==> config.mk <==
export PLATFORM = sky130hd
export DESIGN_NAME = nrsh_mul
export DESIGN_NICKNAME = d
export VERILOG_FILES = /design/src/rtl/nearest_ray_segment_hit_assert.svh /design/src/rtl/nrsh_pkg.sv /design/src/rtl/nrsh_mul.sv
export SDC_FILE = /design/constraint.sdc
export NUM_CORES = 2
export LEC_CHECK = 0
export BUFFER_PORTS_ARGS = -buffer_cell sky130_fd_sc_hd__buf_2
export CORE_MARGIN = 2
export CORE_UTILIZATION = 34
export CTS_CLUSTER_SIZE = 12
export DETAILED_ROUTE_END_ITERATION = 16
export HOLD_SLACK_MARGIN = 0.05
export PLACE_DENSITY = 0.6
export SLEW_MARGIN = 20
export SYNTH_ARGS = -nofsm -noshare
export SYNTH_HDL_FRONTEND = slang
export SYNTH_SLANG_ARGS = --single-unit
==> constraint.sdc <==
create_clock -name clk -period 9.8 [get_ports clk]
set_input_delay 0.49 -clock clk [delete_from_list [all_inputs] [get_ports clk]]
set_output_delay 0.49 -clock clk [all_outputs]
set_load 0.02 [all_outputs]
==> src/rtl/nearest_ray_segment_hit_assert.svh <==
// Assertion macros used by the top-level RTL module
`ifndef NEAREST_RAY_SEGMENT_HIT_ASSERT_SVH
`define NEAREST_RAY_SEGMENT_HIT_ASSERT_SVH

// Check that a property holds at every clock edge out of reset
`define NRSH_ASSERT(lbl, prop, msg) \
    lbl: assert property (@(posedge clk) disable iff (!rst_n) prop) else $error(msg);

// Check that a condition never holds out of reset
`define NRSH_NEVER(lbl, cond, msg) \
    lbl: assert property (@(posedge clk) disable iff (!rst_n) !(cond)) else $error(msg);

`endif

==> src/rtl/nrsh_pkg.sv <==
package nrsh_pkg;

    localparam int MAX_WALLS  = 64;
    localparam int COORD_BITS = 12;
    localparam int DIR_W      = 16;
    localparam int OP_W       = 2;
    localparam int WALL_ID_W  = 6;
    localparam int IDX_W      = (MAX_WALLS > 1) ? $clog2(MAX_WALLS) : 1;
    localparam int CNT_W      = $clog2(MAX_WALLS + 1);
    localparam int DIFF_W     = COORD_BITS + 1;
    localparam int DEN_W      = DIFF_W + DIR_W + 1;
    localparam int CR_W       = 2 * DIFF_W + 1;
    localparam int MUL_W      = 32;
    localparam int PROD_W     = 2 * MUL_W;
    localparam int NUM_W      = COORD_BITS + DEN_W + 1;

    localparam logic [OP_W-1:0] OP_CLEAR  = 2'd0;
    localparam logic [OP_W-1:0] OP_APPEND = 2'd1;
    localparam logic [OP_W-1:0] OP_CAST   = 2'd2;
    localparam logic [OP_W-1:0] OP_RSVD   = 2'd3;

    typedef struct packed {
        logic [OP_W-1:0]         operation;
        logic [COORD_BITS-1:0]   wall_ax;
        logic [COORD_BITS-1:0]   wall_ay;
        logic [COORD_BITS-1:0]   wall_bx;
        logic [COORD_BITS-1:0]   wall_by;
        logic [COORD_BITS-1:0]   origin_x;
        logic [COORD_BITS-1:0]   origin_y;
        logic signed [DIR_W-1:0] ray_dx;
        logic signed [DIR_W-1:0] ray_dy;
    } in_item_t;

    typedef struct packed {
        logic                  hit;
        logic [COORD_BITS-1:0] hit_x;
        logic [COORD_BITS-1:0] hit_y;
        logic [WALL_ID_W-1:0]  hit_wall;
    } out_item_t;

    typedef struct packed {
        logic [COORD_BITS-1:0] ax;
        logic [COORD_BITS-1:0] ay;
        logic [COORD_BITS-1:0] bx;
        logic [COORD_BITS-1:0] by;
    } wall_t;

    typedef struct packed {
        logic               start;
        logic [NUM_W-1:0]   num;
        logic [DEN_W-1:0]   den;
    } div_req_t;

    typedef struct packed {
        logic                  done;
        logic [COORD_BITS-1:0] quo;
    } div_rsp_t;

    typedef enum logic [2:0] {
        S_IDLE,
        S_RD,
        S_CALC,
        S_FIN_RD,
        S_FIN,
        S_DIVX,
        S_DIVY,
        S_DONE
    } state_t;

endpackage

==> src/rtl/nrsh_mul.sv <==
module nrsh_mul (
    input  logic                              clk,
    input  logic signed [nrsh_pkg::MUL_W-1:0]  a,
    input  logic signed [nrsh_pkg::MUL_W-1:0]  b,
    output logic signed [nrsh_pkg::PROD_W-1:0] p
);
    import nrsh_pkg::*;

    logic signed [PROD_W-1:0] p_reg;

    always_ff @(posedge clk)
    begin
        p_reg <= a * b;
    end

    assign p = p_reg;

endmodule

==> run summary <==
final worst path period share - 88.8%
pin slew with the least headroom to its limit - 0.892 ns
Initial DRC Count - 1385
Max Slew Vio Count - 0
area of the multi-input gates - 31600 um2
ys async rst share - 0%
Rel. slew slack - 40.1%
Worst EP required - 10.14 ns
most used cell, CP - fa_1
RSZ-0062 raised after global routing - no
nets - 5198
mean post-synth cell area - 9.59 um2
Yosys warnings - 0
max FFs per register - 64
number of max-cap violations - 0
combinational family with the most area after synthesis - adder cells
vias in the first global route - 28400
Port Buffers - 128
H-tree depth - 3
Final Hold Vio Count - 0
global-route wire length before repair - 164 mm
#FFs+latches synth - 64
postcts setup bufs - 0
Mapped Nets - 5215
hpwl dp - 85.1 mm
setup TNS - 0 ns
fmax - 115 MHz
WS Path Type - in -> reg
average wire per standard cell - 19.2 um
std cell rows - 121
vias post-DR - 25500
Die Ht - 335 um
area growth from synthesis to layout - 6.14%
slowest stage cell, crit path - fa_1
CTS clk-pin slew, worst paths - 0.07 ns
Critical Path Source Type - input pin
Main synth FF type - dfxtp_1
crit path launch - b[5]
Post-route DRC - 0
Final Critical Period - 8.70 ns
most common cell after layout, fill and taps aside - fa_1
cts repair resizes - 0
Hold Startpoint - b[0]
CTS Sinks - 64
Clock Tree Root - clkbuf_16
simple-gate share of the synthesized area - 15.4%
mux cell area share after synthesis - 0%
Critical Path AT - 9.04 ns
register area - 1280 um2
xor and xnor fraction of the mapped netlist area - 1.76%
largest net degree at the start of global routing - 33
critical path peak fanout - 17
Final GP Congestion - 0.887
WL final - 102 mm
Post-Syn Area - 37200 um2
Min-Delay Path Class - in -> reg
final setup vio count - 0
Worst path max stage delay - 0.65 ns
CTS tree - done
initial antenna violation count - 14
Post-synth EDFFs - 0
crit end category - flip-flop
CTS Buf Count - 9
Die W - 335 um
layout cells sized above 1 - 5.42%
starting density of the core - 34.3%
Synth Area in Adders - 64.3%
CTS Hold Bufs - 0
vias per std cell - 4.82
Compound-Gate Fraction of Synth Area - 3.46%
outcome - finished, final reports clean
Top delay family on crit path - adder cells
Initial DRT Pass Iterations - 5
Die ar. - 112000 um2
GR Util All Layers - 19.2%
maximum clock path buffer count - 2
register area share after synthesis - 3.44%
commonest non-fill, non-tap cells in the layout - fa_1 (1082), inv_1 (952), and2_1 (516)
# IOs - 129
Core Region - 109000 um2
ANT nets after route - 0
fill count - 11100
Syn Inst Count - 3884
Buf+Inv Stages, Crit Path - 8
Distinct cells, synth - 63
grt total ovfl - 0
layout make-up:
class	count	area share, %
repair buffers	172	2.46
clock inverters	5	0.142
multi-input cells	2668	80.0
clock buffers	11	0.614
inverters	952	9.04
well taps	1414	4.48
flip-flops and latches	64	3.24
diodes	1	0.00633
logic make-up after synthesis:
family,after synthesis
AND/OR/NAND/NOR,1134
adder cells (fa/ha/maj),1266
XOR/XNOR,75
buffers and inverters,1152
AO/OA/AOI/OAI,193
flip-flops,64
synthesized netlist by cell type, drive strengths merged (25+ instances only):
library cell	instances	area, um2
fa	1082	21700
inv	952	3570
and2	516	3230
nand2	511	1920
clkbuf	195	732
ha	184	2300
a21oi	68	340
dfxtp	64	1280
xnor2	53	464
nor2	42	158
o21ai	31	163
a21o	25	190
per-stage QoR:
step / utilization, % / cells / hold WS (ns) / worst slack (ns) / cell area (um2)
4_1_cts: 36.4 / 5286 / 0.627 / 1.09 / 39500
3_5_place_dp: 36.1 / 5270 / 0.905 / 0.674 / 39200
2_1_floorplan: - / 3884 / 0.617 / 2.05 / 37200
5_1_grt: 36.4 / 5286 / 0.671 / 0.625 / 39500
6_report: 36.4 / 5287 / 0.654 / 1.10 / 39500
3_3_place_gp: 36.1 / 5270 / 0.909 / 0.753 / 39200
per-layer routing:
| metal | part of all wire, % | global-route usage, % |
|---|---|---|
| met1 | 41 | 25.0 |
| met2 | 51 | 33.7 |
| met3 | 4.8 | 2.29 |
| met4 | 2.6 | 4.93 |
| met5 | 0.080 | 0 |
final timing paths:
path	end	slack [ns]	depth (start not counted)
max	p[62]$_DFF_P_	1.10	25
min	p[0]$_DFF_P_	0.65	2
Power is not shown: default switching activity piles up to over one toggle a cycle in this logic, so the estimate is an artifact.
