`config.mk`:
```
export PLATFORM = sky130hd
export DESIGN_NAME = nrsh_wall_mem
export DESIGN_NICKNAME = d
export VERILOG_FILES = /design/src/rtl/nearest_ray_segment_hit_assert.svh /design/src/rtl/nrsh_pkg.sv /design/src/rtl/nrsh_wall_mem.sv
export SDC_FILE = /design/constraint.sdc
export NUM_CORES = 2
export LEC_CHECK = 0
export BUFFER_PORTS_ARGS = -buffer_cell sky130_fd_sc_hd__buf_2
export CORE_MARGIN = 5
export CORE_UTILIZATION = 60
export CTS_BUF_LIST = sky130_fd_sc_hd__clkbuf_4 sky130_fd_sc_hd__clkbuf_8
export CTS_CLUSTER_SIZE = 16
export DETAILED_ROUTE_END_ITERATION = 10
export PLACE_DENSITY_LB_ADDON = 0.15
export SLEW_MARGIN = 10
export SYNTH_ARGS = -nofsm -noshare
export SYNTH_HDL_FRONTEND = slang
export SYNTH_SLANG_ARGS = --single-unit
```
`constraint.sdc`:
```
create_clock -name clk -period 15.65 [get_ports clk]
set_input_delay 2.3475 -clock clk [delete_from_list [all_inputs] [get_ports clk]]
set_output_delay 2.3475 -clock clk [all_outputs]
set_load 0.05 [all_outputs]
```
`src/rtl/nearest_ray_segment_hit_assert.svh`:
```
// Assertion macros used by the top-level RTL module
`ifndef NEAREST_RAY_SEGMENT_HIT_ASSERT_SVH
`define NEAREST_RAY_SEGMENT_HIT_ASSERT_SVH

// Check that a property holds at every clock edge out of reset
`define NRSH_ASSERT(lbl, prop, msg) \
    lbl: assert property (@(posedge clk) disable iff (!rst_n) prop) else $error(msg);

// Check that a condition never holds out of reset
`define NRSH_NEVER(lbl, cond, msg) \
    lbl: assert property (@(posedge clk) disable iff (!rst_n) !(cond)) else $error(msg);

`endif

```
`src/rtl/nrsh_pkg.sv`:
```
package nrsh_pkg;

    localparam int MAX_WALLS  = 64;
    localparam int COORD_BITS = 12;
    localparam int DIR_W      = 16;
    localparam int OP_W       = 2;
    localparam int WALL_ID_W  = 6;
    localparam int IDX_W      = (MAX_WALLS > 1) ? $clog2(MAX_WALLS) : 1;
    localparam int CNT_W      = $clog2(MAX_WALLS + 1);
    localparam int DIFF_W     = COORD_BITS + 1;
    localparam int DEN_W      = DIFF_W + DIR_W + 1;
    localparam int CR_W       = 2 * DIFF_W + 1;
    localparam int MUL_W      = 32;
    localparam int PROD_W     = 2 * MUL_W;
    localparam int NUM_W      = COORD_BITS + DEN_W + 1;

    localparam logic [OP_W-1:0] OP_CLEAR  = 2'd0;
    localparam logic [OP_W-1:0] OP_APPEND = 2'd1;
    localparam logic [OP_W-1:0] OP_CAST   = 2'd2;
    localparam logic [OP_W-1:0] OP_RSVD   = 2'd3;

    typedef struct packed {
        logic [OP_W-1:0]         operation;
        logic [COORD_BITS-1:0]   wall_ax;
        logic [COORD_BITS-1:0]   wall_ay;
        logic [COORD_BITS-1:0]   wall_bx;
        logic [COORD_BITS-1:0]   wall_by;
        logic [COORD_BITS-1:0]   origin_x;
        logic [COORD_BITS-1:0]   origin_y;
        logic signed [DIR_W-1:0] ray_dx;
        logic signed [DIR_W-1:0] ray_dy;
    } in_item_t;

    typedef struct packed {
        logic                  hit;
        logic [COORD_BITS-1:0] hit_x;
        logic [COORD_BITS-1:0] hit_y;
        logic [WALL_ID_W-1:0]  hit_wall;
    } out_item_t;

    typedef struct packed {
        logic [COORD_BITS-1:0] ax;
        logic [COORD_BITS-1:0] ay;
        logic [COORD_BITS-1:0] bx;
        logic [COORD_BITS-1:0] by;
    } wall_t;

    typedef struct packed {
        logic               start;
        logic [NUM_W-1:0]   num;
        logic [DEN_W-1:0]   den;
    } div_req_t;

    typedef struct packed {
        logic                  done;
        logic [COORD_BITS-1:0] quo;
    } div_rsp_t;

    typedef enum logic [2:0] {
        S_IDLE,
        S_RD,
        S_CALC,
        S_FIN_RD,
        S_FIN,
        S_DIVX,
        S_DIVY,
        S_DONE
    } state_t;

endpackage

```
`src/rtl/nrsh_wall_mem.sv`:
```
module nrsh_wall_mem (
    input  logic                      clk,
    input  logic                      we,
    input  logic [nrsh_pkg::IDX_W-1:0] waddr,
    input  nrsh_pkg::wall_t           wdata,
    input  logic                      re,
    input  logic [nrsh_pkg::IDX_W-1:0] raddr,
    output nrsh_pkg::wall_t           rdata
);
    import nrsh_pkg::*;

    wall_t mem [MAX_WALLS];
    wall_t rdata_reg;

    always_ff @(posedge clk)
    begin
        if (we)
        begin
            mem[waddr] <= wdata;
        end
        if (re)
        begin
            rdata_reg <= mem[raddr];
        end
    end

    assign rdata = rdata_reg;

endmodule

```
==> impl_metrics.yaml <==
synth:
  async_flop_share_pct: 0
  avgSynthCellArea_um2: 23.7
  synth_warnings: 0
  synthesis.area_um2: 118000
  synth_fp_nets: 5033
  syn_inst: 4970
  yosysTopAreaCell: "edfxtp_1"
  synth_seq_cells: 3120
  ys_seq_area_share_pct: 79.7
  ys_types: 35
  netlist_top_cells_count: "edfxtp_1, mux4_2, nor2_1, o22ai_1"
  yosysMostFrequentCell: "edfxtp_1"
  synth_area_leaders: "edfxtp_1, mux4_2, o22ai_1"
  ys.flop_type: "edfxtp_1"
  synth_edf_count: 3120
  netlist.area_leader.share_pct: 79.7
timing:
  hold_ws_ns: 0.951
  clock_skew_ns: 0.0943
  worstMarginPinSlew_ns: 1.29
  setup_viol: 0
  finalCritPeriodShare_pct: 40.2
  timing.fmax_ghz: 0.159
  tns_ns: 0
  hold_violations: 0
  grt_setup_unrepaired: "false"
  maxSlewViolCount: 0
  period_needed_ns: 6.29
  max-slew-margin-rel_pct: 14.1
clock_tree:
  cts_setup_buffers: 0
  cts_tree: "built"
  clkSinkCount: 3120
  insertion_delay_ns: 1.13
  clockRootBuffer: "clkbuf_8"
  cts.path.max_buffers: 4
  hold_buffers: 0
  cts_resized: 0
  clkTransAtPathRegs_ns: 0.06
  htreeDepth: 5
  cts_made_buffers: 488
finish:
  largest_reg_flops: 3072
  postLayoutCoreUtil_pct: 67.1
  drive_gt1_share_pct: 31.5
  final_nets: 5490
  finalNonFillerCells: 8431
  n_fill_cell: 12200
  layout-area-overhead-vs-synth_pct: 11.2
critical_path:
  crit_top_cell: "buf_4"
  crit_chain: "buf_8 > buf_4 > buf_4 > buf_4 > nand2b_2 > o22ai_1 > nor3_1 > nor2_1 > a221oi_1"
  cp-start-kind: "input port"
  cp_top_family: "buffers and inverters"
  slowest_stage: "nand2b_2"
  critPathBufInv: 4
  worst_ep_arrival_time_ns: 7.22
  reg2reg_from: "mem[55][5]"
  end_kind: "flip-flop"
  r2r_cells: 5
  crit_required_ns: 16.58
  crit_type: "in -> reg"
  crit_cells: 9
  reg2reg_to: "rdata[5]"
  r2r_slack_ns: 13.25
  cp_max_fo: 78
  cp_slowest_stage_delay_ns: 1.04
run_status:
  outcome: "finished, final reports clean"
route:
  final_antenna_net_count: 0
  avgViaCountPerCell: 6.87
  wl_um: 310000
  vias: 57900
  remaining_drc_errors: 0
  firstDrtPassIters: 8
  wire_per_inst_um: 36.8
  drt-initial-drc-count: 7986
power_and_ir_drop:
  finalPower_mw: 16.6
  p_sw_share_pct: 21.8
  comb_power_share_pct: 5.0
  clkPwrFrac_pct: 39.0
  power_frac_seq_pct: 56.0
  p_int_mw: 13.0
  cellPowerDensity_nw_per_um2: 127
  p_switching_mw: 3.62
  power_leakage_nw: 40.8
  peakVddDrop_mv: 0.120
placed_design:
  place_congestion: 0.819
  port_buffers: 110
  dpl.cell_count: 7560
  place_hpwl_um: 170000
die:
  ios: 111
  fp.dieArea_um2: 205000
  start_util_pct: 60.3
  coreArea_um2: 195000
  die_w_um: 453
  row_count: 162
  die_y_um: 453
global_routing:
  grt-ovfl-total: 0
  grt_pass1_wl_um: 437000
  grt_usage_pct: 30.6
  grt_pass1_vias: 58000
  grt_max_degree: 94
  antenna_found_initial: 14
min_path:
  min-delay-path-class: "reg -> reg"
  hold-path-cell-count: 5
  whs_endpoint: "rdata[28]"
  min_from: "mem[18][28]"
job:
  drv_cap: 0
[layout make-up]
cell class                      instances  area (um^2)  area share, %
Clock inverter                        199         1060          0.809
Timing Repair Buffer                  249         1720           1.31
Tap cell                             2624         3280           2.51
Clock buffer                          662         8070           6.17
Multi-Input combinational cell       1568        22900           17.5
Sequential cell                      3120        93700           71.6
Antenna cell                            9         22.5         0.0172
[power by group through the flow]
stage	logic, mW	registers (mW)	clock network [mW]
2_1_floorplan	0.442	9.51	0
4_1_cts	0.834	9.31	6.56
3_5_place_dp	0.834	9.49	0
3_3_place_gp	0.823	9.48	0
6_report	0.833	9.31	6.48
5_1_grt	0.874	9.31	6.97
[layer usage]
| layer | global-route usage, % | part of all wire [%] | vias to the layer above |
|---|---|---|---|
| met2 | 47.0 | 47 | 3884 |
| met5 | 0.420 | 0.052 | - |
| met4 | 13.2 | 4.8 | 8 |
| met1 | 43.2 | 37 | 30800 |
| met3 | 7.23 | 11 | 727 |
| li1 | - | - | 22500 |
[through the flow]
stage	setup WS [ns]	instance area [um^2]
floorplan	9.02	118000
global placement	8.43	122000
detailed placement	8.37	122000
CTS	9.60	131000
global route	9.34	131000
finish	9.36	131000
[cells in the final DEF (no fill, tap or decap), drive strengths merged, types with 4 or more instances in the layout]
cell type  count
a21oi         74
a311oi        11
buf          249
a211oi        32
a31o           5
a22o          57
inv            5
o22ai        122
diode          9
a221oi        83
clkinv       183
edfxtp      3120
nand2b        10
o221ai        28
nor2b         24
mux4         754
nand3          7
nand3b         5
bufinv         8
mux2i         63
mux2          12
nand2         55
or3b           4
a22oi         72
clkbuf       662
nor2         132
[kinds of logic (layout without fill, tap and decap cells)]
| family | Yosys count | after routing | share of synthesized area [%] |
|---|---|---|---|
| mux | 829 | 829 | 15.1 |
| buf+inv | 282 | 1110 | 1.27 |
| other cells | 0 | 9 | 0 |
| simple gates | 253 | 253 | 0.953 |
| compound gates | 486 | 486 | 3.01 |
| flops | 3120 | 3120 | 79.7 |
[worst register-to-register path, stage by stage, from the launching register on]
cell and delay, ns:
edfxtp_1 0.37, mux4_2 0.48, a22oi_1 0.21, nand2_1 0.12
o22ai_1 0.83, nor2_1 0.12
[how the worst max path moves through the flow]
stage	endpoint	slack [ns]	start
2_1_floorplan	mem[48][0]	9.02	waddr[3]
3_3_place_gp	rdata[34]	8.43	raddr[1]
3_5_place_dp	rdata[34]	8.37	raddr[1]
4_1_cts	rdata[34]	9.60	raddr[1]
5_1_grt	rdata[34]	9.34	raddr[1]
6_report	rdata[34]	9.36	raddr[1]
No activity file was read; power rests on OpenSTA's default activity.
