## src/rtl/nearest_ray_segment_hit_assert.svh

```systemverilog
// Assertion macros used by the top-level RTL module
`ifndef NEAREST_RAY_SEGMENT_HIT_ASSERT_SVH
`define NEAREST_RAY_SEGMENT_HIT_ASSERT_SVH

// Check that a property holds at every clock edge out of reset
`define NRSH_ASSERT(lbl, prop, msg) \
    lbl: assert property (@(posedge clk) disable iff (!rst_n) prop) else $error(msg);

// Check that a condition never holds out of reset
`define NRSH_NEVER(lbl, cond, msg) \
    lbl: assert property (@(posedge clk) disable iff (!rst_n) !(cond)) else $error(msg);

`endif

```

## src/rtl/nrsh_pkg.sv

```systemverilog
package nrsh_pkg;

    localparam int MAX_WALLS  = 64;
    localparam int COORD_BITS = 12;
    localparam int DIR_W      = 16;
    localparam int OP_W       = 2;
    localparam int WALL_ID_W  = 6;
    localparam int IDX_W      = (MAX_WALLS > 1) ? $clog2(MAX_WALLS) : 1;
    localparam int CNT_W      = $clog2(MAX_WALLS + 1);
    localparam int DIFF_W     = COORD_BITS + 1;
    localparam int DEN_W      = DIFF_W + DIR_W + 1;
    localparam int CR_W       = 2 * DIFF_W + 1;
    localparam int MUL_W      = 32;
    localparam int PROD_W     = 2 * MUL_W;
    localparam int NUM_W      = COORD_BITS + DEN_W + 1;

    localparam logic [OP_W-1:0] OP_CLEAR  = 2'd0;
    localparam logic [OP_W-1:0] OP_APPEND = 2'd1;
    localparam logic [OP_W-1:0] OP_CAST   = 2'd2;
    localparam logic [OP_W-1:0] OP_RSVD   = 2'd3;

    typedef struct packed {
        logic [OP_W-1:0]         operation;
        logic [COORD_BITS-1:0]   wall_ax;
        logic [COORD_BITS-1:0]   wall_ay;
        logic [COORD_BITS-1:0]   wall_bx;
        logic [COORD_BITS-1:0]   wall_by;
        logic [COORD_BITS-1:0]   origin_x;
        logic [COORD_BITS-1:0]   origin_y;
        logic signed [DIR_W-1:0] ray_dx;
        logic signed [DIR_W-1:0] ray_dy;
    } in_item_t;

    typedef struct packed {
        logic                  hit;
        logic [COORD_BITS-1:0] hit_x;
        logic [COORD_BITS-1:0] hit_y;
        logic [WALL_ID_W-1:0]  hit_wall;
    } out_item_t;

    typedef struct packed {
        logic [COORD_BITS-1:0] ax;
        logic [COORD_BITS-1:0] ay;
        logic [COORD_BITS-1:0] bx;
        logic [COORD_BITS-1:0] by;
    } wall_t;

    typedef struct packed {
        logic               start;
        logic [NUM_W-1:0]   num;
        logic [DEN_W-1:0]   den;
    } div_req_t;

    typedef struct packed {
        logic                  done;
        logic [COORD_BITS-1:0] quo;
    } div_rsp_t;

    typedef enum logic [2:0] {
        S_IDLE,
        S_RD,
        S_CALC,
        S_FIN_RD,
        S_FIN,
        S_DIVX,
        S_DIVY,
        S_DONE
    } state_t;

endpackage

```

## src/rtl/nrsh_div.sv

```systemverilog
module nrsh_div (
    input  logic                clk,
    input  logic                rst_n,
    input  nrsh_pkg::div_req_t  req,
    output nrsh_pkg::div_rsp_t  rsp
);
    import nrsh_pkg::*;

    localparam int STEP_W = $clog2(COORD_BITS);

    logic                  busy_reg, busy_next;
    logic                  done_reg, done_next;
    logic [STEP_W-1:0]     cnt_reg, cnt_next;
    logic [NUM_W-1:0]      rem_reg, rem_next;
    logic [NUM_W-1:0]      dsr_reg, dsr_next;
    logic [COORD_BITS-1:0] quo_reg, quo_next;
    logic                  fits;

    always_ff @(posedge clk or negedge rst_n)
    begin
        if (!rst_n)
        begin
            busy_reg <= 1'b0;
            done_reg <= 1'b0;
            cnt_reg  <= '0;
        end
        else
        begin
            busy_reg <= busy_next;
            done_reg <= done_next;
            cnt_reg  <= cnt_next;
        end
    end

    always_ff @(posedge clk)
    begin
        rem_reg <= rem_next;
        dsr_reg <= dsr_next;
        quo_reg <= quo_next;
    end

    always_comb
    begin
        busy_next = busy_reg;
        done_next = 1'b0;
        cnt_next  = cnt_reg;
        rem_next  = rem_reg;
        dsr_next  = dsr_reg;
        quo_next  = quo_reg;
        fits      = rem_reg >= dsr_reg;
        if (req.start)
        begin
            busy_next = 1'b1;
            cnt_next  = '0;
            rem_next  = req.num;
            dsr_next  = NUM_W'(req.den) << (COORD_BITS - 1);
        end
        else if (busy_reg)
        begin
            if (fits)
            begin
                rem_next = rem_reg - dsr_reg;
            end
            quo_next = {quo_reg[COORD_BITS-2:0], fits};
            dsr_next = dsr_reg >> 1;
            cnt_next = cnt_reg + STEP_W'(1);
            if (cnt_reg == STEP_W'(COORD_BITS - 1))
            begin
                busy_next = 1'b0;
                done_next = 1'b1;
            end
        end
    end

    assign rsp.done = done_reg;
    assign rsp.quo  = quo_reg;

endmodule

```

## config.mk

```make
export PLATFORM = sky130hd
export DESIGN_NAME = nrsh_div
export DESIGN_NICKNAME = d
export VERILOG_FILES = /design/src/rtl/nearest_ray_segment_hit_assert.svh /design/src/rtl/nrsh_pkg.sv /design/src/rtl/nrsh_div.sv
export SDC_FILE = /design/constraint.sdc
export NUM_CORES = 1
export LEC_CHECK = 0
export ABC_CLOCK_PERIOD_IN_PS = 7350
export BUFFER_PORTS_ARGS = -buffer_cell sky130_fd_sc_hd__buf_2
export CORE_ASPECT_RATIO = 0.6
export CORE_UTILIZATION = 55
export CTS_CLUSTER_DIAMETER = 100
export DETAILED_ROUTE_END_ITERATION = 10
export PLACE_DENSITY = 0.88
export SLEW_MARGIN = 5
export SYNTH_ARGS = -nofsm -noshare
export SYNTH_HDL_FRONTEND = slang
export SYNTH_SLANG_ARGS = --single-unit
```

## constraint.sdc

```tcl
create_clock -name clk -period 7.35 [get_ports clk]
set_clock_uncertainty 0.2 [all_clocks]
set_input_delay 0.735 -clock clk [delete_from_list [all_inputs] [get_ports clk]]
set_output_delay 0.735 -clock clk [all_outputs]
set_load 0.01 [all_outputs]
```

==> results of run 1 <==
cells in the final DEF (no fill, tap or decap), types with 5 or more instances in the layout:
cell type  netlist  layout
xnor2_1         19      19
edfxtp_1        85      85
nand4_1         16      16
xor2_1           9       9
a211oi_1         5       5
nand2b_1         5       5
o211ai_1         6       6
o31ai_1         40      39
o21bai_1         7       7
nand2_1        100     100
dfrtp_1          6       6
ha_1            42      42
nor2_1          45      45
buf_4            1       5
dfxtp_1         11      11
clkbuf_16        0       9
nor4_1           8       8
and2_1           5       5
mux2i_1         12      12
o31a_1           8       8
o21ai_0         48      48
nor3_1          23      23
and3_1           5       5
nor2b_1          6       6
o21a_1          10      10
a21oi_1         45      45
buf_2            4      87
or2_2            6       6
a21o_1          24      24
inv_1           56      56
nand3_1          8       8
stage by stage:
step / utilization [%] / hold slack (ns) / power, µW
6_report: 63.6 / 0.240 / 3120
4_1_cts: 63.6 / 0.239 / 3070
2_1_floorplan: - / 0.239 / 2210
5_1_grt: 63.6 / 0.244 / 3320
3_5_place_dp: 61.3 / 0.227 / 2590
3_3_place_gp: 61.3 / 0.224 / 2540
layout make-up:
cell class              instances  share of cell area (%)
multi-input cells             556                    47.3
flip-flops and latches        102                    37.6
repair buffers                 93                    6.21
clock buffers                  11                    2.99
inverters                      56                    2.70
well taps                     165                    2.66
clock inverters                 5                   0.531
repair_timing:
action | in CTS | in global routing
hold endpoints to repair | 6 | 0
setup buffers | 0 | 0
hold buffers | 1 | 0
layer usage:
metal | global-route usage, % | wire (µm) | vias to the layer above | part of all wire, %
li1 | - | - | 2901 | -
met4 | 4.78 | 147 | 0 | 0.84
met1 | 43.0 | 8590 | 2874 | 49
met3 | 5.31 | 1730 | 21 | 9.9
met2 | 40.8 | 7130 | 353 | 41
met5 | 0 | 0 | - | 0
report_power, final:
group          internal (µW)  leakage, µW  switching [µW]
combinational            682      0.00209            1080
sequential               830      0.00107            60.7
clock                    236     0.000137             229
cell families after synthesis:
family | share of synthesized area (%)
buffers and inverters | 5.61
multiplexers | 2.04
adder cells (fa/ha/maj) | 7.82
XOR/XNOR | 3.51
flip-flops | 41.9
AO/OA/AOI/OAI | 23.4
AND/OR/NAND/NOR | 15.7
how the worst min path moves through the flow:
stage / start / endpoint / slack (ns) / cells past startpoint
global placement: quo_reg[2] / quo_reg[3] / 0.22 / 0
detailed placement: quo_reg[2] / quo_reg[3] / 0.23 / 0
global route: quo_reg[5] / quo_reg[6] / 0.24 / 0
floorplan: rst_n / busy_reg / 0.24 / 0
CTS: quo_reg[5] / quo_reg[6] / 0.24 / 0
finish: quo_reg[5] / quo_reg[6] / 0.24 / 0
critical path, delay by kind of cell (launching register included):
family	cells	cell delay, ns
AND/OR/NAND/NOR	2	0.33
adder cells (fa/ha/maj)	1	0.33
buffers and inverters	1	0.49
AO/OA/AOI/OAI	6	2.04
flip-flops	1	0.43
==> impl_metrics.json, run 1 <==
{
  "synthTopCellsByArea": "edfxtp_1, ha_1, nand2_1",
  "drt-vias-per-instance": 6.22,
  "syn_area_um2": 6980,
  "hpwl_um": 12700,
  "die_width_um": 147,
  "stdcell_count": 988,
  "period_share_pct": 56.8,
  "pin_count": 89,
  "crit_top_cell": "o31a_1",
  "arrival_ns": 4.00,
  "cts_buffer_depth": 2,
  "worst_slew_pin_slew_ns": 1.16,
  "required_ns": 7.17,
  "rows": 31,
  "synth_warnings": 0,
  "yosys.area.top_type": "edfxtp_1",
  "die_area_um2": 13200,
  "endpoint_kind": "flop",
  "core_area_um2": 12200,
  "fin_ws_ns": 3.17,
  "max_cap_viol_count": 0,
  "tritoncts": "yes",
  "wl_per_cell_um": 17.8,
  "start_kind": "flop",
  "cts_root_buf": "clkbuf_16",
  "ys.flop_type": "edfxtp_1",
  "crit-reg2reg-capture": "rem_reg[35]",
  "drt-total-wl_um": 17600,
  "setup_tns_ns": 0,
  "grt_pass1_wl_um": 28400,
  "setup_viol": 0,
  "r2r-start": "rem_reg[1]",
  "p_leak_uw": 0.00329,
  "crit_type": "reg -> reg",
  "path_max_fanout": 23,
  "numCtsBuffers": 9,
  "peakVddDrop_uv": 154,
  "ys_seq_elements": 102,
  "final_antenna_net_count": 0,
  "synthTopCellsByCount": "nand2_1, edfxtp_1, inv_1",
  "gp_congestion": 0.944,
  "crit_path_end": "rem_reg[35]",
  "drive_above_1_share_pct": 15.9,
  "finalCriticalPeriod_ns": 4.18,
  "post-route-drc-count": 0,
  "drt_iter0_drc": 707,
  "critPathLaunch": "rem_reg[1]",
  "synthCells": 760,
  "largest_reg_flops": 43,
  "clock-sinks": 102,
  "multi_input_area_um2": 3680,
  "path_cells": "ha_1, nor2b_1, o31a_1, o31a_1, o2111ai_2, a21oi_1, o31a_1, nor3_1, o31ai_4, buf_4",
  "grt_setup_unrepaired": "false",
  "synth_top_cell_area_share_pct": 36.6,
  "hold_viol": 0,
  "syn_avg_cell_area_um2": 9.18,
  "critPathMaxStageDelay_ns": 0.94,
  "powerDensity_nw_per_um2": 401,
  "h-tree-depth": 3,
  "dp.cells": 971,
  "pre_cts_ws_ns": 3.21,
  "vias": 6149,
  "syn2layout_area_growth_pct": 11.4,
  "synthArstFlopShare_pct": 5.88,
  "slew_headroom_pct": 22.7,
  "critPathSlowestCell": "o31ai_4",
  "fillers": 1023,
  "status": "finished clean",
  "worst_r2r_path_depth": 10,
  "clk_latency_ns": 0.35,
  "synth_edf_count": 85,
  "cts.clk_slew.worst_paths_ns": 0.08,
  "drv_slew": 0,
  "cts_resized": 0,
  "synth_nets": 879,
  "r2r_setup_slack_ns": 3.17,
  "antenna_found_initial": 0,
  "ys_types": 67,
  "seq_area_um2": 2920,
  "fmax_ghz": 0.239,
  "start_util_pct": 57.1,
  "dr.pass1.iters": 6,
  "grt_pass1_vias": 5535,
  "grt_max_degree": 91,
  "grt_overflow": 0,
  "diodes": 0,
  "yosysMostFrequentCell": "nand2_1",
  "die_h_um": 89.3,
  "synth_seq_area_share_pct": 41.9,
  "grt_use_total_pct": 27.9,
  "place_area_um2": 7490,
  "portBuffers": 88,
  "design_area_um2": 7770,
  "fin_nets": 937,
  "hp-class": "reg -> reg"
}
Note: power is estimated with default switching activity, not from simulation.
==> run 2, diff against run 1 <==
ABC_CLOCK_PERIOD_IN_PS = 3900   (was 7350)
clock period = 3.9 ns   (was 7.35 ns; I/O delays follow)
==> run 2 against run 1 <==
First-iteration DRC count up 20%. Largest cell class unchanged. Cell area up 0.85%. Sequential share of layout area down 0.32 points. Power up 91%. Worst setup slack worse by 2.8 ns. Global-route usage down 0.64 points. Count of clock-buffer cells in the layout down 2. Sequential cell count unchanged. Die area unchanged. Critical endpoint is now rem_reg[6]. Sequential power up 89%. Highest routed layer unchanged. Largest power group unchanged.
==> impl_metrics.json, run 2 (synthesis results as in run 1) <==
{
  "die_h_um": 89.3,
  "drt-total-wl_um": 17500,
  "cts_buffer_depth": 2,
  "hp-class": "in -> reg",
  "portBuffers": 88,
  "cts_resized": 0,
  "critPathSlowestCell": "nor3_1",
  "arrival_ns": 3.44,
  "drt_iter0_drc": 847,
  "grt_use_total_pct": 27.3,
  "syn2layout_area_growth_pct": 12.4,
  "final_antenna_net_count": 0,
  "period_share_pct": 90.9,
  "setup_viol": 0,
  "cts.clk_slew.worst_paths_ns": 0.07,
  "grt_setup_unrepaired": "false",
  "grt_max_degree": 82,
  "start_util_pct": 57.1,
  "clock-sinks": 102,
  "fin_nets": 940,
  "post-route-drc-count": 0,
  "path_cells": "inv_1, ha_1, nor2b_1, o31a_1, o31a_1, o2111ai_2, a21oi_1, o31a_1, nor3_1, o31ai_4, buf_12",
  "antenna_found_initial": 0,
  "die_width_um": 147,
  "most-common-layout-cells": "nand2_1, buf_2, edfxtp_1, inv_1, o21ai_0",
  "gp_congestion": 0.983,
  "max_cap_viol_count": 0,
  "required_ns": 3.80,
  "cp.buffers_inverters": 2,
  "grt_pass1_wl_um": 27600,
  "cts_setup_buffers": 0,
  "finalCriticalPeriod_ns": 3.54,
  "peakVddDrop_uv": 312,
  "path_max_fanout": 36,
  "worst_slew_pin_slew_ns": 0.742,
  "clk_latency_ns": 0.36,
  "status": "finished clean",
  "ctsHoldBuffers": 1,
  "slew_headroom_pct": 50.5,
  "rows": 31,
  "crit_type": "reg -> reg",
  "hpwl_um": 12800,
  "h-tree-depth": 3,
  "numCtsBuffers": 9,
  "crit_top_cell": "o31a_1",
  "core_area_um2": 12200,
  "design_area_um2": 7840,
  "cts_root_buf": "clkbuf_16",
  "setup_tns_ns": 0,
  "final_common_cell": "nand2_1",
  "drv_slew": 0,
  "fmax_ghz": 0.282,
  "grt_pass1_vias": 5379,
  "tritoncts": "yes",
  "largest_reg_flops": 43,
  "drt-vias-per-instance": 6.15,
  "endpoint_kind": "flop",
  "diodes": 0,
  "powerDensity_nw_per_um2": 758,
  "p_leak_uw": 0.00332,
  "die_area_um2": 13200,
  "vias": 6090,
  "pin_count": 89,
  "start_kind": "flop",
  "place_area_um2": 7520,
  "hold_viol": 0,
  "critPathMaxStageDelay_ns": 0.44,
  "wl_per_cell_um": 17.6,
  "drive_above_1_share_pct": 16.3,
  "dr.pass1.iters": 7,
  "grt_overflow": 0,
  "path_delay_family": "compound AO/OA/AOI/OAI gates"
}
## run 2: cell types whose count changed in the layout (fill, tap and decap cells not counted)
cell       change
clkinv_4       +2
inv_4          -2
buf_12         +1
clkinv_1       +1
buf_4          +2
bufinv_16      +1
clkbuf_1       -2
## run 2: path summary, 6_finish.rpt
check | from | endpoint | slack, ns | cells after the start
min | req[45] | rem_reg[15] | 0.10 | 3
max in group asynchronous | rst_n | done_reg | 3.17 | 2
min reg2reg | quo_reg[3] | quo_reg[4] | 0.24 | 0
min in group asynchronous | rst_n | cnt_reg[0] | 0.20 | 2
max | dsr_reg[1] | rem_reg[6] | 0.36 | 11
max reg2reg | dsr_reg[1] | rem_reg[6] | 0.36 | 11
## run 2: where the power goes
group | switching [µW] | total [µW] | leakage [µW] | internal [µW]
clock | 440 | 948 | 0.000150 | 508
sequential | 115 | 1680 | 0.00107 | 1560
combinational | 2020 | 3320 | 0.00211 | 1290
## run 2: per-layer routing
| metal | GRT usage, % | wire length [µm] | up-vias |
|---|---|---|---|
| li1 | - | - | 2926 |
| met1 | 41.7 | 8310 | 2774 |
| met2 | 38.9 | 6930 | 366 |
| met3 | 6.12 | 2010 | 24 |
| met4 | 6.19 | 204 | 0 |
| met5 | 0 | 0 | - |
## run 2: layout make-up
| cell class | instances | area [µm²] |
|---|---|---|
| inverter | 56 | 210 |
| fill | 1008 | 4380 |
| sequential | 102 | 2920 |
| clock inverter | 7 | 80.1 |
| clock buffer | 9 | 225 |
| multi-input combinational | 556 | 3680 |
| timing repair buffer | 96 | 518 |
| tap | 165 | 206 |
## run 2: through the flow
stage	std cells	setup WS, ns	utilization, %	hold slack (ns)	power (µW)
6_report	991	0.355	64.2	0.103	5940
5_1_grt	991	0.222	64.2	0.113	6310
3_5_place_dp	974	0.415	61.6	0.0158	4900
2_1_floorplan	760	0.310	-	-0.106	4160
4_1_cts	991	0.397	64.2	0.100	5860
3_3_place_gp	974	0.527	61.6	0.0143	4800
## run 2: worst reg2reg max path: cells and delay by family, from the launching register on
family / cells / cell delay, ns
AND/OR/NAND/NOR: 2 / 0.60
AO/OA/AOI/OAI: 6 / 1.46
flip-flops: 1 / 0.39
adder cells (fa/ha/maj): 1 / 0.30
buffers and inverters: 2 / 0.34
==> run 3, diff against run 2 <==
ABC_CLOCK_PERIOD_IN_PS = 2900   (was 3900)
CORE_UTILIZATION = 50   (was 55)
HOLD_SLACK_MARGIN = 0.08   (was not set)
PLACE_DENSITY = 0.85   (was 0.88)
clock period = 2.9 ns   (was 3.9 ns; I/O delays follow)
==> run 3 against run 2 <==
The run now ends with negative setup slack left. Core utilization grew 7.2 points. First-iteration DRC count grew 32%. Critical path type unchanged. Power grew 65%.
==> impl_metrics.json, run 3 (synthesis results as in run 1) <==
{
  "die_width_um": 155,
  "p_leak_uw": 0.00420,
  "die_area_um2": 14400,
  "grt_pass1_wl_um": 32900,
  "hold_viol": 0,
  "portBuffers": 88,
  "fin_nets": 1115,
  "stdcell_count": 1176,
  "setup_viol": 59,
  "rows": 33,
  "final_common_cell": "buf_4",
  "clk_latency_ns": 0.37,
  "drv_slew": 0,
  "grt_use_total_pct": 29.5,
  "fillers": 925,
  "arrival_ns": 3.14,
  "tritoncts": "yes",
  "drt-total-wl_um": 23000,
  "peakVddDrop_uv": 439,
  "start_util_pct": 51.2,
  "powerDensity_nw_per_um2": 1010,
  "hp-start": "req[31]",
  "core_area_um2": 13600,
  "final_antenna_net_count": 0,
  "critPathLaunch": "rem_reg[1]",
  "antenna_found_initial": 0,
  "max_cap_viol_count": 0,
  "wl_per_cell_um": 19.6,
  "grt_max_degree": 131,
  "dp.cells": 1076,
  "pin_count": 89,
  "dr.pass1.iters": 6,
  "period_share_pct": 111,
  "start_kind": "flop",
  "fin_ws_ns": -0.317,
  "most-common-layout-cells": "buf_4, nand2_1, buf_2, edfxtp_1, dlygate4sd3_1",
  "clock-sinks": 102,
  "post-route-drc-count": 0,
  "diodes": 0,
  "largest_reg_flops": 43,
  "drt-vias-per-instance": 6.13,
  "r2r-start": "rem_reg[1]",
  "h-tree-depth": 3,
  "status": "finished with violations",
  "gp_congestion": 0.943,
  "violations": "negative setup slack",
  "cts_buffer_depth": 2,
  "die_h_um": 93.5,
  "slew_headroom_pct": 54.0,
  "syn2layout_area_growth_pct": 39.4,
  "hp-class": "in -> reg",
  "grt_pass1_vias": 6440,
  "hpwl_um": 14400,
  "total_power_uw": 9840,
  "crit_type": "reg -> reg",
  "drive_above_1_share_pct": 29.3,
  "finalCriticalPeriod_ns": 3.22,
  "vias": 7205,
  "path_max_fanout": 7,
  "grt_setup_unrepaired": "true",
  "endpoint_kind": "flop",
  "drt_iter0_drc": 1122,
  "numCtsBuffers": 9,
  "worst_slew_pin_slew_ns": 0.689,
  "required_ns": 2.82,
  "fmax_ghz": 0.311,
  "cts.clk_slew.worst_paths_ns": 0.07,
  "cts_root_buf": "clkbuf_16",
  "grt_overflow": 0
}
[run 3: cell count changes in the layout (fill, tap and decap cells not counted), sizes merged]
cell	delta
clkinvlp	+1
clkinv	-2
buf	+108
dlygate4sd3	+65
inv	+1
clkbuf	+3
bufinv	-1
[run 3: routing by layer]
layer  global-route usage, %  up-vias  share of wire, %  routed length [µm]
met5                       0        -                 0                   0
met2                    43.9      498                42                9690
met3                    5.65       85                11                2630
met1                    43.3     3360                44               10100
li1                        -     3262                 -                   -
met4                    8.66        0               2.7                 615
[run 3: through the flow]
step	setup TNS, ns	instance area (µm²)	hold WS (ns)	util, %	setup slack [ns]
after CTS	-8.60	9410	0.0809	69.1	-0.191
after detailed placement	-14.50	8280	-0.0774	60.8	-0.277
after floorplan	-28.48	7030	-0.206	-	-0.649
after global routing	-19.69	9730	0.0887	71.4	-0.395
final	-13.77	9730	0.0949	71.4	-0.317
after global placement	-8.33	8280	-0.0823	60.8	-0.218
[run 3: area by class of cell]
class | count | area [µm²] | share of cell area [%]
clock buffers | 10 | 229 | 2.35
clock inverters | 6 | 50.0 | 0.515
inverters | 56 | 210 | 2.16
multi-input cells | 556 | 4020 | 41.3
flip-flops and latches | 102 | 2920 | 30.0
well taps | 175 | 219 | 2.25
repair buffers | 271 | 2080 | 21.3
[run 3: what timing repair did]
| action | in CTS | in global routing |
|---|---|---|
| setup endpoints to repair | 63 | 69 |
| cloned | 0 | 3 |
| setup buffers | 7 | 12 |
| hold buffers | 66 | 0 |
| pin swaps | 20 | 10 |
| endpoints found under the hold margin | 70 | 0 |
| gates resized for setup | 28 | 41 |
[run 3: power breakdown]
| part | switching, µW | total [µW] | internal [µW] | leakage, µW |
|---|---|---|---|---|
| clock | 617 | 1220 | 599 | 0.000136 |
| combinational | 3500 | 6330 | 2830 | 0.00300 |
| sequential | 186 | 2290 | 2100 | 0.00107 |
[run 3: path summary, 6_finish.rpt]
kind	to	slack, ns	depth (start not counted)
max	rem_reg[0]	-0.32	11
max reg2reg	rem_reg[0]	-0.32	11
min in group asynchronous	cnt_reg[1]	0.66	3
max in group asynchronous	done_reg	1.61	3
min	rem_reg[1]	0.09	2
min reg2reg	quo_reg[9]	0.26	0
[run 3: critical path, cell delays in order, from the launching register on]
cell	delay, ns
edfxtp_1	0.44
ha_4	0.24
nor2b_4	0.13
o31a_1	0.30
o31a_1	0.34
o2111ai_2	0.22
a21oi_2	0.10
o31a_1	0.33
nor3_4	0.21
o31ai_4	0.13
buf_6	0.18
clkbuf_16	0.17
